<file path="src/hw/rtl/sis_pkg.sv">
`default_nettype none

package sis_pkg;

   // Operation carried by each request.
   typedef enum logic [1:0] {
      MODE_CLEAR  = 2'd0,
      MODE_ADD    = 2'd1,
      MODE_REMOVE = 2'd2,
      MODE_TEST   = 2'd3
   } mode_type;

   typedef enum logic [3:0] {
      ST_IDLE,
      ST_SEARCH,
      ST_COMPARE,
      ST_DECIDE,
      ST_UP_RD,
      ST_UP_WR,
      ST_KEY_WR,
      ST_DN_RD,
      ST_DN_WR,
      ST_RESP
   } state_type;

   localparam int unsigned POS_W   = 9;
   localparam int unsigned RSP_W   = 24;

   // Commands from the controller to the datapath.
   typedef struct packed {
      logic load;      // take the request, start a new search window
      logic clear;     // empty the set
      logic probe;     // read the middle entry of the window
      logic compare;   // narrow the window with the probed entry
      logic finish;    // window empty: position is the insertion point
      logic set_full;  // add dropped
      logic init_up;   // shift pointer to the end of the list
      logic rd_up;     // read the entry below the shift pointer
      logic wr_up;     // move it up one place
      logic wr_key;    // insert the key and grow the count
      logic init_dn;   // shift pointer to the found position
      logic rd_dn;     // read the entry above the shift pointer
      logic wr_dn;     // move it down one place
      logic shrink;    // drop the last entry from the count
      logic emit;      // load the response register
   } cmd_type;

   // Status from the datapath to the controller.
   typedef struct packed {
      mode_type mode;
      logic     lo_lt_hi;
      logic     key_eq;
      logic     found;
      logic     full;
      logic     idx_eq_pos;
      logic     idx_last;
      logic     rsp_free;
   } stat_type;

endpackage

`default_nettype wire

</file>
<file path="src/hw/rtl/sis_ctrl.sv">
`default_nettype none

module sis_ctrl
   import sis_pkg::*;
(
   input  wire logic     clock,
   input  wire logic     reset,
   input  wire logic     req_tvalid,
   output logic          req_tready,
   input  wire stat_type stat,
   output cmd_type       cmd
);

   state_type state_ff, state_in;

   always_ff @(posedge clock) begin
      if (reset) begin
         state_ff <= ST_IDLE;
      end else begin
         state_ff <= state_in;
      end
   end

   // Next state.
   always_comb begin
      state_in = state_ff;
      case (state_ff)
         ST_IDLE: begin
            if (req_tvalid) begin
               state_in = ST_SEARCH;
            end
         end
         ST_SEARCH: begin
            if (stat.mode == MODE_CLEAR) begin
               state_in = ST_RESP;
            end else if (stat.lo_lt_hi) begin
               state_in = ST_COMPARE;
            end else begin
               state_in = ST_DECIDE;
            end
         end
         ST_COMPARE: begin
            state_in = stat.key_eq ? ST_DECIDE : ST_SEARCH;
         end
         ST_DECIDE: begin
            if (stat.mode == MODE_ADD && !stat.found) begin
               state_in = stat.full ? ST_RESP : ST_UP_RD;
            end else if (stat.mode == MODE_REMOVE && stat.found) begin
               state_in = ST_DN_RD;
            end else begin
               state_in = ST_RESP;
            end
         end
         ST_UP_RD:  state_in = stat.idx_eq_pos ? ST_KEY_WR : ST_UP_WR;
         ST_UP_WR:  state_in = ST_UP_RD;
         ST_KEY_WR: state_in = ST_RESP;
         ST_DN_RD:  state_in = stat.idx_last ? ST_RESP : ST_DN_WR;
         ST_DN_WR:  state_in = ST_DN_RD;
         ST_RESP: begin
            if (stat.rsp_free) begin
               state_in = ST_IDLE;
            end
         end
         default:   state_in = ST_IDLE;
      endcase
   end

   // Outputs.
   always_comb begin
      cmd        = '0;
      req_tready = 1'b0;
      case (state_ff)
         ST_IDLE: begin
            req_tready = 1'b1;
            cmd.load   = req_tvalid;
         end
         ST_SEARCH: begin
            if (stat.mode == MODE_CLEAR) begin
               cmd.clear = 1'b1;
            end else if (stat.lo_lt_hi) begin
               cmd.probe = 1'b1;
            end else begin
               cmd.finish = 1'b1;
            end
         end
         ST_COMPARE: cmd.compare = 1'b1;
         ST_DECIDE: begin
            if (stat.mode == MODE_ADD && !stat.found) begin
               cmd.set_full = stat.full;
               cmd.init_up  = !stat.full;
            end else if (stat.mode == MODE_REMOVE && stat.found) begin
               cmd.init_dn = 1'b1;
            end
         end
         ST_UP_RD:  cmd.rd_up  = !stat.idx_eq_pos;
         ST_UP_WR:  cmd.wr_up  = 1'b1;
         ST_KEY_WR: cmd.wr_key = 1'b1;
         ST_DN_RD: begin
            cmd.shrink = stat.idx_last;
            cmd.rd_dn  = !stat.idx_last;
         end
         ST_DN_WR:  cmd.wr_dn = 1'b1;
         ST_RESP:   cmd.emit  = stat.rsp_free;
         default: begin
            cmd = '0;
         end
      endcase
   end

endmodule

`default_nettype wire

</file>
<file path="config.mk">
export PLATFORM = sky130hd
export DESIGN_NAME = sis_ctrl
export DESIGN_NICKNAME = d
export VERILOG_FILES = /design/src/hw/rtl/sis_pkg.sv /design/src/hw/rtl/sis_ctrl.sv
export SDC_FILE = /design/constraint.sdc
export NUM_CORES = 1
export LEC_CHECK = 0
export BUFFER_PORTS_ARGS = -buffer_cell sky130_fd_sc_hd__buf_2
export CAP_MARGIN = 30
export CORE_AREA = 8 8 45 47
export CTS_CLUSTER_DIAMETER = 50
export CTS_CLUSTER_SIZE = 16
export DETAILED_ROUTE_END_ITERATION = 12
export DIE_AREA = 0 0 53 55
export PLACE_DENSITY = 0.76
export SLEW_MARGIN = 25
export SYNTH_ARGS = -nofsm -noshare
export SYNTH_HDL_FRONTEND = slang
export SYNTH_SLANG_ARGS = --single-unit
</file>
<file path="constraint.sdc">
create_clock -name clock -period 1.8 [get_ports clock]
set_input_delay 0.18 -clock clock [delete_from_list [all_inputs] [get_ports clock]]
set_output_delay 0.18 -clock clock [all_outputs]
set_load 0.02 [all_outputs]
</file>
Yosys cells after proc, flatten, opt, wreduce, memory -nomap -nowiden
Cells that the tools add are included.
{ "totals": {"inputBits": 12, "output_inout_bits": 16, "reg_bits": 4, "ramBits": 0, "romBits": 0, "wordCells": 56, "n_memories": 0, "latchBits": 0} }
{ "op_classes": {"addsub": 0, "bitwise": 0, "div": 0, "n_eq_ne": 13, "n_reduce_logical": 9, "mux": 33, "n_lt_le_gt_ge": 0, "shifts": 0, "mul": 0} }
{ "ops": {"columns": ["cell", "n"], "rows": [
  ["4-bit case mux with 10 select lines", 1],
  ["4-bit 2-to-1 mux", 6],
  ["1-bit 2-to-1 mux", 21],
  ["4-bit by 3-bit == test with 1-bit output, second input constant", 4],
  ["2-bit 2-to-1 mux", 5],
  ["4-bit by 2-bit == test with 1-bit output, second input constant", 2],
  ["4-bit == test, second input constant", 2],
  ["4-bit by 1-bit == test with 1-bit output, second input constant", 1],
  ["1-bit zero test", 4],
  ["4-bit zero test", 1],
  ["2-bit != test, second input constant", 2],
  ["2-bit by 1-bit == test with 1-bit output, second input constant", 1],
  ["2-bit == test, second input constant", 1],
  ["1-bit logical AND", 2],
  ["2-bit zero test", 1],
  ["2-bit AND reduction", 1]
]} }

Logic depth before layout (Yosys ltp)
{ "logic_depth": {"depth_word": 5, "mapped_depth": 5} }

Worst setup path after synthesis
Ideal clock, no wire load.
{ "synth_timing": {"kind": "register -> output", "from": "register state_ff[0]", "to": "output cmd[14] (netlist name)", "path_slack_ps": 21, "path_stages_with_launch": 4, "t_arrival_ps": 1599, "path_buffers": 1, "path_cell_list": "dfxtp_1 -> clkbuf_8 -> nor4_1 -> and2_1"} }
{ "synth_lines": {"columns": ["element", "line", "source"], "rows": [
  ["start, declared", "sis_ctrl.sv:14", "state_type state_ff, state_in;"],
  ["start signal, assigned", "sis_ctrl.sv:20", "state_ff <= state_in;"],
  ["end, declared", "sis_ctrl.sv:11", "output cmd_type cmd"]
]} }

==> qor.yml <==
outcome:
  status: "complete, no violations"
route:
  firstDrtPassIters: 4
  viasPerCell: 5.424
  drt_iter0_drc: 28
  post_drt_wl_per_cell_um: 12.53
  antenna_left: 0
  num_vias: 640
  drc: 0
  wirelength_mm: 1.478
placement:
  io_buffers: 27
  dpl_worst_slack_ps: 383.4
  place_area_um2: 623.1
  hpwl_mm: 1.178
  place_congestion: 0.8729
  dp_cells: 115
clocking:
  postCtsSetupRepairBufs: 0
  htreeDepth: 1
  cts_inserted_buffers: 3
  clockBufferDepth: 2
  ctsHoldBuffers: 0
  cts-resized-gates: 0
  clk_pin_slew_ps: 40
  cts_tree: "done"
  clock-sinks: 4
  cts-root-buf: "clkbuf_4"
  clk_latency_ps: 240
job:
  cap_viol_max_count: 0
timing:
  max_freq_ghz: 0.5993
  period_needed_ps: 1669
  fin_setup_tns_ps: 0
  relSlewSlack: 0.7403
  finalHoldViolCount: 0
  whs_ps: 129.7
  fin_worst_skew_ps: 4.762
  fin_ws_ps: 131.5
  slew_violations: 0
  post-route-period-util: 0.9270
  setup_viol: 0
  worst_slew_pin_slew_ps: 389.1
  rsz0062_at_grt: "no"
synthesis:
  ys_types: 29
  synth_compound_area_frac: 0.1791
  synth-xor-area-share: 0
  synth_area_per_cell_um2: 6.797
  yosys.area_share.adder: 0
  netlist_area_um2: 503.0
  synth.area.mux_share: 0.01990
  synthSimpleGateAreaFrac: 0.5050
  synth_top_area_cell: "dfxtp_1"
  ys_seq_elements: 4
  synthCells: 74
  yosysSeqAreaShare: 0.1592
  syn_nets: 86
  yosys-top-cells-area: "dfxtp_1 (16%), nor2_1 (9.0%), nand2b_1 (6.2%)"
  yosys.area.top_type_share: 0.1592
  synth_top_family_by_area: "simple AND/OR/NAND/NOR gates"
  yosys_warnings: 0
die:
  die_h_um: 55
  boundaryPins: 28
  die_area_mm2: 0.002915
  initial_core_util: 0.3635
  rows: 14
  die_x_um: 53
  core_mm2: 0.001384
grt:
  grt_max_degree: 14
  grt_pass1_wl_mm: 2.311
  antenna_found_initial: 0
  grt_pass1_vias: 566
  gr-total-overflow: 0
  grt_use_total: 0.1048
finish:
  antenna_cells: 0
  num-fill-cells: 146
  regMostFlops: "state_ff"
  nNetsFinal: 116
  final_cells: 118
  areaGrowthSynthToFinish_pct: 28.61
  drive_gt1_frac: 0.3529
  largest_register_ffs: 4
  final_area_um2: 646.9
  reg_top3: "state_ff: 4 flops"
  utilization: 0.4675
power:
  p_total_mw: 0.4541
  powerDensity_mw_per_mm2: 702.0
  peakVddDrop_uv: 202.8
  p_leak_nw: 0.3296
setup_path:
  crit_type: "reg -> out"
  cp_num_cells: 4
  crit_chain: "nand2b_1 -> or3_1 -> inv_1 -> buf_2"
  cpPeakStageDelay_ps: 410
  cpLargestDelayFamily: "simple AND/OR/NAND/NOR gates"
  crit_fanout: 13
  crit_required_ps: 1620
  cp_num_buf_inv: 2
  cp.arrival_ps: 1490
  rr_worst_depth: 4
  cp_slowest_cell: "dfxtp_1"
  startpoint_type: "flip-flop"
  endpoint_kind: "output port"
worst_hold_path:
  holdCritPathClass: "in -> reg"
  hold_depth: 2
metal layers:
| metal | global-route usage | up-vias | routed length (um) |
|---|---|---|---|
| met2 | 0.1660 | 30 | 634 |
| met5 | 0 | - | 0 |
| met1 | 0.1182 | 285 | 653 |
| met4 | 0.07759 | 0 | 14 |
| li1 | - | 323 | - |
| met3 | 0.02941 | 2 | 176 |
logic make-up (layout without fill, tap and decap cells):
logic type	after synthesis	in the layout
and+or+nand+nor	45	45
AOI/OAI and AO/OA	15	15
buffers and inverters	9	37
DFF	4	4
muxes	1	1
layout make-up:
type	count	area, um2	share of cell area
clock buffer	3	22.52	0.03482
inverter	5	18.77	0.02901
multi-input combinational	61	354.1	0.5474
sequential	4	81.33	0.1257
tap	16	20.02	0.03095
timing repair buffer	29	150.1	0.2321
final timing paths:
path,startpoint,endpoint,slack [ps]
max,state_ff[2],cmd[4],130
min,reset,state_ff[0],130
max reg2reg,state_ff[2],state_ff[0],390
min reg2reg,state_ff[3],state_ff[1],640
Yosys cell counts (all sizes together):
cell type / instances
clkbuf: 2
dfxtp: 4
nor3: 6
a31oi: 3
nand3: 1
nand2: 4
and3: 1
or3: 1
a21boi: 1
nor2: 12
and2: 2
nor3b: 1
nand2b: 5
nand4b: 1
nor4: 3
nand3b: 3
mux2i: 1
a211oi: 1
o21bai: 1
o21ai: 4
a211o: 1
buf: 2
or2: 2
and4: 1
a21oi: 4
or4b: 2
inv: 5
power by group:
group	internal (mW)	total (mW)	switching [mW]
clock	0.0750	0.118	0.0429
combinational	0.0867	0.216	0.129
sequential	0.101	0.121	0.0197
placed cells by master, fill, tap and decap left out, types with 3 or more instances in the layout:
cell and instances:
clkbuf_4 3, nand2_1 4, a21oi_1 4, nor4_1 3
a31oi_1 3, nand3b_1 3, buf_2 27, inv_1 5
dfxtp_1 3, nor3_1 6, nand2b_1 5, nor2_1 12
Note: power is estimated with default switching activity, not from simulation.
